**config.mk**
```make
export PLATFORM = sky130hd
export DESIGN_NAME = mpeg_user_data_cc_afd_parser
export DESIGN_NICKNAME = d
export VERILOG_FILES = /design/src/rtl/mudcc_pkg.sv /design/src/rtl/mpeg_user_data_cc_afd_parser.sv
export SDC_FILE = /design/constraint.sdc
export NUM_CORES = 1
export LEC_CHECK = 0
export ABC_AREA = 1
export CAP_MARGIN = 0
export CORE_MARGIN = 8
export CORE_UTILIZATION = 45
export CTS_CLUSTER_DIAMETER = 150
export CTS_CLUSTER_SIZE = 30
export DETAILED_ROUTE_END_ITERATION = 6
export DONT_BUFFER_PORTS = 1
export PLACE_DENSITY_LB_ADDON = 0.1
export SYNTH_ARGS = -nofsm -noshare
export SYNTH_HDL_FRONTEND = slang
export SYNTH_SLANG_ARGS = --single-unit
```
**constraint.sdc**
```tcl
create_clock -name clk -period 3.9 [get_ports clk]
set_input_delay 0.39 -clock clk [delete_from_list [all_inputs] [get_ports clk]]
set_output_delay 0.39 -clock clk [all_outputs]
set_load 0.005 [all_outputs]
```
**src/rtl/mudcc_pkg.sv**
```systemverilog
`timescale 1ns / 1ps
// ----------------------------------------------------------------------------
// mudcc_pkg
// Codes and signatures shared by the user-data caption and AFD parser.
// ----------------------------------------------------------------------------
package mudcc_pkg;

  // Block signatures, first byte in the low lane.
  localparam logic [31:0] SIG_DVD  = 32'hf801_4343;
  localparam logic [31:0] SIG_AFD  = 32'h3147_5444;
  localparam logic [31:0] SIG_ATSC = 32'h3439_4147;

  localparam logic [7:0] AFD_ID      = 8'd65;
  localparam logic [7:0] ATSC_TYPE   = 8'h03;
  localparam logic [7:0] CC_TRIPLET  = 8'hFC;
  localparam logic [7:0] START_CODE  = 8'hB2;

  typedef logic [1:0] blk_kind_t;
  localparam blk_kind_t BK_NONE = 2'd0;
  localparam blk_kind_t BK_DVD  = 2'd1;
  localparam blk_kind_t BK_AFD  = 2'd2;
  localparam blk_kind_t BK_ATSC = 2'd3;

  typedef logic [2:0] res_kind_t;
  localparam res_kind_t RK_MARK = 3'd0;
  localparam res_kind_t RK_PASS = 3'd1;
  localparam res_kind_t RK_HDR  = 3'd2;
  localparam res_kind_t RK_PAIR = 3'd3;
  localparam res_kind_t RK_AFD  = 3'd4;

  localparam int PAIR_DEPTH = 31;
  localparam logic [6:0] POS_MAX = 7'd127;

endpackage

```
**src/rtl/mpeg_user_data_cc_afd_parser.sv**
```systemverilog
`timescale 1ns / 1ps
// ----------------------------------------------------------------------------
// mpeg_user_data_cc_afd_parser
// Byte-serial parser for MPEG-2 user-data blocks: DVD caption passthrough,
// AFD change reports and ATSC caption pairs.
// ----------------------------------------------------------------------------
// Usage:
//   Bytes of a user-data block enter on the in_ channel, one item per byte,
//   with first/last flags and the GOP and key-frame qualifiers. Results leave
//   on the out_ channel through an output register; run_last marks the last
//   result caused by one input byte.
//   A byte that causes no result or a single result leaves the parser idle,
//   so ordinary block bytes stream at one per cycle while the output does
//   not stall. Byte 4 of a DVD caption block causes six results, emitted one
//   per cycle while the output does not stall. The last byte of an ATSC
//   caption block causes a count header and then up to 31 pairs, each read
//   from the pair memory (ST_RD) before it is emitted (ST_PAIR). in_stall
//   is high during these runs.
//   A stalled output holds its result and, through in_stall, the input.
//   Reset (rst_n low at a clock edge) clears the parse state, the AFD code
//   and the enable register; the pair memory is not cleared, since only
//   pairs written in the current block are ever read.
//   cc_out_enabled lies at byte address 0 of the APB port.
// ----------------------------------------------------------------------------
module mpeg_user_data_cc_afd_parser (
  input  logic                   clk,
  input  logic                   rst_n,
  // input channel
  input  logic                   in_valid,
  output logic                   in_stall,
  input  logic [7:0]             in_data_byte,
  input  logic                   in_first_byte,
  input  logic                   in_last_byte,
  input  logic                   in_gop_header,
  input  logic                   in_wait_key_frame,
  // result channel
  output logic                   out_valid,
  input  logic                   out_stall,
  output mudcc_pkg::res_kind_t   out_kind,
  output logic [7:0]             out_out_byte,
  output logic [7:0]             out_cc_first,
  output logic [7:0]             out_cc_second,
  output logic                   out_run_last,
  // configuration
  input  logic                   psel,
  input  logic                   penable,
  input  logic                   pwrite,
  input  logic [2:0]             paddr,
  input  logic [31:0]            pwdata,
  output logic [31:0]            prdata,
  output logic                   pready
);
  import mudcc_pkg::*;

  localparam logic [1:0] ST_IDLE = 2'd0;
  localparam logic [1:0] ST_DVD  = 2'd1;
  localparam logic [1:0] ST_RD   = 2'd2;
  localparam logic [1:0] ST_PAIR = 2'd3;

  // Pair memory: one byte pair per kept triplet.
  logic [15:0] pair_mem [PAIR_DEPTH];
  logic [15:0] rd_data_r;

  logic        cfg_en_r;
  logic [1:0]  st_r, st_nxt;
  logic [6:0]  pos_r, pos_nxt;
  logic [31:0] sig_r, sig_nxt;
  blk_kind_t   kind_r, kind_nxt;
  logic [4:0]  left_r, left_nxt;
  logic [1:0]  phase_r, phase_nxt;
  logic        kept_r, kept_nxt;
  logic [4:0]  cnt_r, cnt_nxt;
  logic [3:0]  afd_r, afd_nxt;
  logic [7:0]  lo_r, lo_nxt;
  logic [7:0]  dvd_byte_r;
  logic [4:0]  idx_r, idx_nxt;
  logic [4:0]  flush_n_r;

  logic        out_valid_r;
  res_kind_t   out_kind_r;
  logic [7:0]  out_byte_r, out_c1_r, out_c2_r;
  logic        out_last_r;

  logic        in_acc, out_load;
  logic        wr_en;
  logic [4:0]  wr_addr;

  // per-byte step
  logic [6:0]  pos_e;
  blk_kind_t   kind_e;
  logic        s_emit, s_last, s_go_dvd, s_go_flush;
  res_kind_t   s_kind;
  logic [7:0]  s_byte;

  // emission toward the output register
  logic        e_valid, e_last;
  res_kind_t   e_kind;
  logic [7:0]  e_byte, e_c1, e_c2;

  assign pready   = 1'b1;
  assign prdata   = {31'd0, cfg_en_r};
  assign out_load = !out_valid_r || !out_stall;
  assign in_stall = (st_r != ST_IDLE) || (out_valid_r && out_stall);
  assign in_acc   = in_valid && !in_stall;

  always_ff @(posedge clk) begin
    if (!rst_n) begin
      cfg_en_r <= 1'b0;
    end else if (psel && penable && pwrite && pready && !paddr[2]) begin
      cfg_en_r <= pwdata[0];
    end
  end

  always_comb begin
    pos_e     = in_first_byte ? 7'd0 : pos_r;
    kind_e    = in_first_byte ? BK_NONE : kind_r;
    left_nxt  = in_first_byte ? 5'd0 : left_r;
    phase_nxt = in_first_byte ? 2'd0 : phase_r;
    kept_nxt  = in_first_byte ? 1'b0 : kept_r;
    cnt_nxt   = in_first_byte ? 5'd0 : cnt_r;
    kind_nxt  = kind_e;
    sig_nxt   = sig_r;
    afd_nxt   = afd_r;
    lo_nxt    = lo_r;
    wr_en     = 1'b0;
    wr_addr   = cnt_nxt;
    s_emit    = 1'b0;
    s_kind    = RK_PASS;
    s_byte    = in_data_byte;
    s_last    = 1'b1;
    s_go_dvd  = 1'b0;
    s_go_flush = 1'b0;

    if (pos_e < 7'd4) begin
      // All four lanes are rewritten before the signature is compared, so no clear is needed.
      sig_nxt[8*pos_e[1:0] +: 8] = in_data_byte;
    end else if (pos_e == 7'd4) begin
      if (in_gop_header && cfg_en_r && sig_r == SIG_DVD) begin
        kind_nxt = BK_DVD;
        s_emit   = 1'b1;
        s_kind   = RK_MARK;
        s_byte   = START_CODE;
        s_last   = 1'b0;
        s_go_dvd = 1'b1;
      end else if (sig_r == SIG_AFD && in_data_byte == AFD_ID) begin
        kind_nxt = BK_AFD;
      end else if (sig_r == SIG_ATSC && in_data_byte == ATSC_TYPE && cfg_en_r) begin
        kind_nxt = BK_ATSC;
      end
    end else if (kind_e == BK_DVD) begin
      s_emit = 1'b1;
    end else if (pos_e == 7'd5) begin
      if (kind_e == BK_AFD) begin
        if (!in_wait_key_frame && in_data_byte[3:0] != afd_r) begin
          afd_nxt = in_data_byte[3:0];
          s_emit  = 1'b1;
          s_kind  = RK_AFD;
          s_byte  = {4'd0, in_data_byte[3:0]};
        end
        kind_nxt = BK_NONE;
      end else if (kind_e == BK_ATSC) begin
        if (in_data_byte[6]) begin
          left_nxt = in_data_byte[4:0];
        end else begin
          kind_nxt = BK_NONE;
        end
      end
    end else if (pos_e >= 7'd7 && kind_e == BK_ATSC && left_nxt != 5'd0) begin
      case (phase_nxt)
        2'd0: begin
          kept_nxt  = (in_data_byte == CC_TRIPLET);
          phase_nxt = 2'd1;
        end
        2'd1: begin
          if (kept_nxt) begin
            lo_nxt = in_data_byte;
          end
          phase_nxt = 2'd2;
        end
        default: begin
          if (kept_nxt && cnt_nxt != 5'(PAIR_DEPTH)) begin
            wr_en   = 1'b1;
            cnt_nxt = cnt_nxt + 5'd1;
          end
          kept_nxt  = 1'b0;
          phase_nxt = 2'd0;
          left_nxt  = left_nxt - 5'd1;
        end
      endcase
    end

    pos_nxt = (pos_e != POS_MAX) ? pos_e + 7'd1 : pos_e;

    if (in_last_byte) begin
      if (kind_nxt == BK_ATSC && cnt_nxt != 5'd0) begin
        s_emit     = 1'b1;
        s_kind     = RK_HDR;
        s_byte     = {2'b10, cnt_nxt, 1'b0};
        s_last     = 1'b0;
        s_go_flush = 1'b1;
      end
      pos_nxt   = 7'd0;
      kind_nxt  = BK_NONE;
      left_nxt  = 5'd0;
      phase_nxt = 2'd0;
      kept_nxt  = 1'b0;
      cnt_nxt   = 5'd0;
    end
  end

  // Result sequencer.
  always_comb begin
    st_nxt  = st_r;
    idx_nxt = idx_r;
    e_valid = 1'b0;
    e_kind  = RK_PASS;
    e_byte  = 8'd0;
    e_c1    = 8'd0;
    e_c2    = 8'd0;
    e_last  = 1'b0;
    unique case (st_r)
      ST_IDLE: begin
        if (in_acc) begin
          e_valid = s_emit;
          e_kind  = s_kind;
          e_byte  = s_byte;
          e_last  = s_last;
          idx_nxt = s_go_dvd ? 5'd1 : 5'd0;
          if (s_go_dvd) begin
            st_nxt = ST_DVD;
          end else if (s_go_flush) begin
            st_nxt = ST_RD;
          end
        end
      end
      ST_DVD: begin
        if (out_load) begin
          e_valid = 1'b1;
          case (idx_r)
            5'd1:    e_byte = sig_r[7:0];
            5'd2:    e_byte = sig_r[15:8];
            5'd3:    e_byte = sig_r[23:16];
            5'd4:    e_byte = sig_r[31:24];
            default: e_byte = dvd_byte_r;
          endcase
          if (idx_r == 5'd5) begin
            e_last = 1'b1;
            st_nxt = ST_IDLE;
          end
          idx_nxt = idx_r + 5'd1;
        end
      end
      ST_RD: begin
        // rd_data_r picks up the entry at idx_r during this cycle.
        st_nxt = ST_PAIR;
      end
      ST_PAIR: begin
        if (out_load) begin
          e_valid = 1'b1;
          e_kind  = RK_PAIR;
          e_c1    = rd_data_r[7:0];
          e_c2    = rd_data_r[15:8];
          if (idx_r == flush_n_r - 5'd1) begin
            e_last = 1'b1;
            st_nxt = ST_IDLE;
          end else begin
            st_nxt = ST_RD;
          end
          idx_nxt = idx_r + 5'd1;
        end
      end
      default: st_nxt = ST_IDLE;
    endcase
  end

  always_ff @(posedge clk) begin
    if (!rst_n) begin
      st_r        <= ST_IDLE;
      pos_r       <= 7'd0;
      sig_r       <= 32'd0;
      kind_r      <= BK_NONE;
      left_r      <= 5'd0;
      phase_r     <= 2'd0;
      kept_r      <= 1'b0;
      cnt_r       <= 5'd0;
      afd_r       <= 4'd0;
      idx_r       <= 5'd0;
      flush_n_r   <= 5'd0;
      out_valid_r <= 1'b0;
    end else begin
      st_r  <= st_nxt;
      idx_r <= idx_nxt;
      if (in_acc) begin
        pos_r   <= pos_nxt;
        sig_r   <= sig_nxt;
        kind_r  <= kind_nxt;
        left_r  <= left_nxt;
        phase_r <= phase_nxt;
        kept_r  <= kept_nxt;
        cnt_r   <= cnt_nxt;
        afd_r   <= afd_nxt;
        if (s_go_flush) begin
          flush_n_r <= s_byte[5:1];
        end
      end
      if (out_load) begin
        out_valid_r <= e_valid;
      end
    end
  end

  // Payload registers.
  always_ff @(posedge clk) begin
    if (in_acc) begin
      lo_r <= lo_nxt;
      if (s_go_dvd) begin
        dvd_byte_r <= in_data_byte;
      end
    end
    if (out_load) begin
      out_kind_r <= e_kind;
      out_byte_r <= e_byte;
      out_c1_r   <= e_c1;
      out_c2_r   <= e_c2;
      out_last_r <= e_last;
    end
  end

  always_ff @(posedge clk) begin
    if (in_acc && wr_en) begin
      pair_mem[wr_addr] <= {in_data_byte, lo_r};
    end
    rd_data_r <= pair_mem[idx_r];
  end

  assign out_valid     = out_valid_r;
  assign out_kind      = out_kind_r;
  assign out_out_byte  = out_byte_r;
  assign out_cc_first  = out_c1_r;
  assign out_cc_second = out_c2_r;
  assign out_run_last  = out_last_r;

  // A memory read state is always followed by the pair emission state.
  a_rd_then_pair: assert property (@(posedge clk) disable iff (!rst_n)
    st_r == ST_RD |=> st_r == ST_PAIR)
    else $error("pair read not followed by pair emission");

  a_pair_in_range: assert property (@(posedge clk) disable iff (!rst_n)
    st_r == ST_PAIR |-> idx_r < flush_n_r)
    else $error("pair index beyond flush count");

  a_triplets_atsc: assert property (@(posedge clk) disable iff (!rst_n)
    (left_r != 5'd0 || phase_r != 2'd0) |-> kind_r == BK_ATSC)
    else $error("triplet state outside an ATSC block");

endmodule

```
==> flow_summary_export.csv <==
group,metric,value,unit
yosys,synth_area_per_cell,11.2,µm²
worst_setup_path,worstSetupStartpointType,"flip-flop",
sta,fmax,305,MHz
hold_path,worstHoldStart,"rst_n",
detailed_routing,drcViolationCount,0,
clocking,tritoncts,"yes",
yosys,synth_fa_ha_area_share,1.04,%
sta,min_period_over_period,84.1,%
layout,fin_cells,3116,
detailed_routing,ant_nets,0,
yosys,synth_xor_area_share,0.426,%
yosys,async_flop_share,0,%
yosys,yosysWarnings,0,
yosys,yosysSeqAreaShare,68.1,%
layout,areaGrowthSynthToFinish,6.68,%
worst_setup_path,reg2reg_to,"pair_mem[6][12]",
worst_setup_path,crit_type,"reg2reg",
floorplan,initial_core_util,45.1,%
floorplan,ios,117,
yosys,ys_ff_latch,628,
global_routing,grt_usage,21.5,%
detailed_routing,drt_wl_total,74.2,mm
detailed_routing,routed_via_density,5.72,
sta,slew_headroom,18.8,%
worst_setup_path,crit_fanout,16,
placement,dpl.cell_count,3060,
sta,worst_pin_slew,1210,ps
clocking,clk_latency,610,ps
global_routing,grt_pass1_vias,16798,
layout,fin_nets,2402,
clocking,cts_buffers,24,
global_routing,grt_max_degree,174,
yosys,synth_top_family_by_area,"simple AND/OR/NAND/NOR gates",
worst_setup_path,crit_required,4170,ps
worst_setup_path,rr_startpoint,"cnt_r[1]",
pwr,power_density,392,nW/µm²
sta,hold_viol,0,
layout,final_cell_area,28200,µm²
global_routing,grt-ovfl-total,0,
global_routing,antenna_found_initial,2,
yosys,synth_simple_gate_area_share,13.3,%
pwr,ir_worst_vdd,0.293,mV
floorplan,dieArea,66700,µm²
hold_path,min_path_cells,2,
layout,drive_gt1_share,6.40,%
layout,diodes,0,
worst_setup_path,worstSetupEndpointType,"flip-flop",
clocking,cts_root_buf,"clkbuf_16",
clocking,clk_pin_slew,120,ps
yosys,yosysTopAreaCell,"edfxtp_1",
yosys,ys_types,51,
floorplan,rows,89,
sta,finalSetupViolCount,0,
sta,tns,0,ps
clocking,cts.sinks,628,
clocking,cts_max_path_buffers,3,
yosys,synth_top_cell_area_share,61.4,%
worst_setup_path,cp_data_arrival_time,3550,ps
pwr,leakagePower,9.63,nW
yosys,syn_inst,2355,
placement,dpl_cell_area,27300,µm²
floorplan,die_h,258,µm
hold_path,hold_path_class,"in2reg",
yosys,ys_top_cells_by_count,"edfxtp_1, nor2_1, nand2_1",
worst_setup_path,r2r_cells,14,
sta,rsz0062_at_grt,"no",
pwr,power.total,11.1,mW
floorplan,core,58600,µm²
clocking,cts.htree.levels,1,
global_routing,grt_pass1_wl,110,mm
yosys,synth_flop_cell,"edfxtp_1",
floorplan,die_w,258,µm
detailed_routing,drt_iter0_drc,1763,
sta,fin_skew,48.0,ps
yosys,synth_edf_count,540,
detailed_routing,routedWlPerCell,23.8,µm
yosys,synth_compound_area_share,12.4,%
detailed_routing,dr.pass1.iters,6,
clocking,cts_setup_buffers,0,
placement,portBuffers,0,
yosys,synthMuxAreaShare,0,%
yosys,synth.area.top_cells,"edfxtp_1, dfxtp_1, nor2_1, o21ai_0, nand2_1",
placement,hpwlAfterDp,43.9,mm
detailed_routing,via_count,17816,
sta,layout_min_cycle_time,3280,ps
flow_run,max-cap-violations,0,
hold_path,hold_end,"idx_r[2]",
run_status,outcome,"finished, final reports clean",
sta,drv_slew,0,
worst_setup_path,regToRegSetupSlack,620,ps
yosys,syn_area,26400,µm²
yosys,yosysMostFrequentCell,"edfxtp_1",
placement,place.gp.congestion,0.877,
-- stage by stage --
stage	hold WS [ps]	util [%]	setup WS, ps
floorplan	445	-	333
global placement	454	46.5	599
detailed placement	457	46.5	484
CTS	8.00	48.1	652
global route	31.5	48.1	376
finish	33.5	48.1	620
-- timing repair --
action / 4_1_cts / 5_1_grt
resized for setup: 0 / 0
endpoints found under the hold margin: 280 / 0
hold buffers: 13 / 0
-- cell usage in the layout, fill, tap and decap left out, types with 4 or more instances in the layout --
| master | synthesis | layout |
|---|---|---|
| a211oi_1 | 27 | 27 |
| a21oi_1 | 87 | 87 |
| a221oi_1 | 22 | 22 |
| a31oi_1 | 20 | 20 |
| a32oi_1 | 13 | 13 |
| buf_12 | 0 | 10 |
| buf_4 | 34 | 59 |
| clkbuf_1 | 116 | 17 |
| clkbuf_16 | 0 | 25 |
| conb_1 | 2 | 32 |
| dfxtp_1 | 88 | 86 |
| dlygate4sd3_1 | 0 | 5 |
| edfxtp_1 | 540 | 540 |
| ha_1 | 22 | 22 |
| inv_1 | 122 | 121 |
| inv_2 | 4 | 4 |
| nand2_1 | 309 | 308 |
| nand2_2 | 7 | 8 |
| nand2_4 | 5 | 5 |
| nand3_1 | 89 | 89 |
| nand4_1 | 14 | 14 |
| nor2_1 | 364 | 355 |
| nor2_2 | 4 | 11 |
| nor2_4 | 3 | 5 |
| nor3_1 | 22 | 22 |
| o211ai_1 | 15 | 15 |
| o21ai_0 | 247 | 247 |
| o21ai_1 | 4 | 4 |
| o22ai_1 | 120 | 120 |
| or3b_2 | 5 | 5 |
| xnor2_1 | 6 | 6 |
| xor2_1 | 5 | 5 |
-- registers in the layout (all words and copies together), names as in the netlist, 7 cells and up --
| name | cells |
|---|---|
| dvd_byte_r | 8 |
| lo_r | 8 |
| out_cc_first | 8 |
| out_cc_second | 8 |
| out_out_byte | 8 |
| pair_mem | 496 |
| pos_r | 7 |
| rd_data_r | 16 |
| sig_r | 32 |
-- cell type report --
cell class | instances | area, µm²
repair buffers | 74 | 693
multi-input cells | 1467 | 7330
fillers | 5421 | 30400
clock buffers | 43 | 703
inverters | 131 | 502
well taps | 773 | 967
flip-flops and latches | 628 | 18000
-- where the power goes --
group	switching [mW]	total (mW)	internal, mW	leakage [nW]
registers	0.0259	7.28	7.25	5.65
clock network	1.99	3.24	1.24	0.335
logic	0.401	0.542	0.141	3.65
total	2.42	11.1	8.64	9.63
-- critical path, stage by stage (launching register included) --
cell and delay [ps]:
dfxtp_1 340, nand2_1 120, inv_1 90, ha_1 220, inv_1 80, nor3_1 50, ha_1 190, nor3_1 250
nand3_1 160, inv_1 160, nand2_4 90, nor2_1 200, nand2_1 410, nor2_1 250, buf_4 300
-- kinds of logic after synthesis --
kind of cell	after synthesis
compound gates	565
fa+ha+maj	22
flops	628
simple gates	836
xor+xnor	12
buf+inv	290
other cells	2
-- metal layers --
metal	routed length, µm	part of all wire (%)	vias up	global-route usage (%)
met5	0	0	-	0
met4	1300	1.8	0	4.09
met3	4010	5.4	58	2.30
met2	36100	49	487	36.4
met1	32800	44	8988	30.1
li1	-	-	8283	-
-- worst max path at each step --
stage,slack [ps],end,cells past startpoint,start
3_3_place_gp,600,pair_mem[4][11],16,in_first_byte
4_1_cts,650,pair_mem[6][13],14,cnt_r[1]
5_1_grt,380,pair_mem[21][14],14,cnt_r[1]
6_report,620,pair_mem[6][12],14,cnt_r[1]
2_1_floorplan,330,pair_mem[0][0],18,in_first_byte
3_5_place_dp,480,pair_mem[6][10],15,in_first_byte
(Power assumes the default switching activity.)
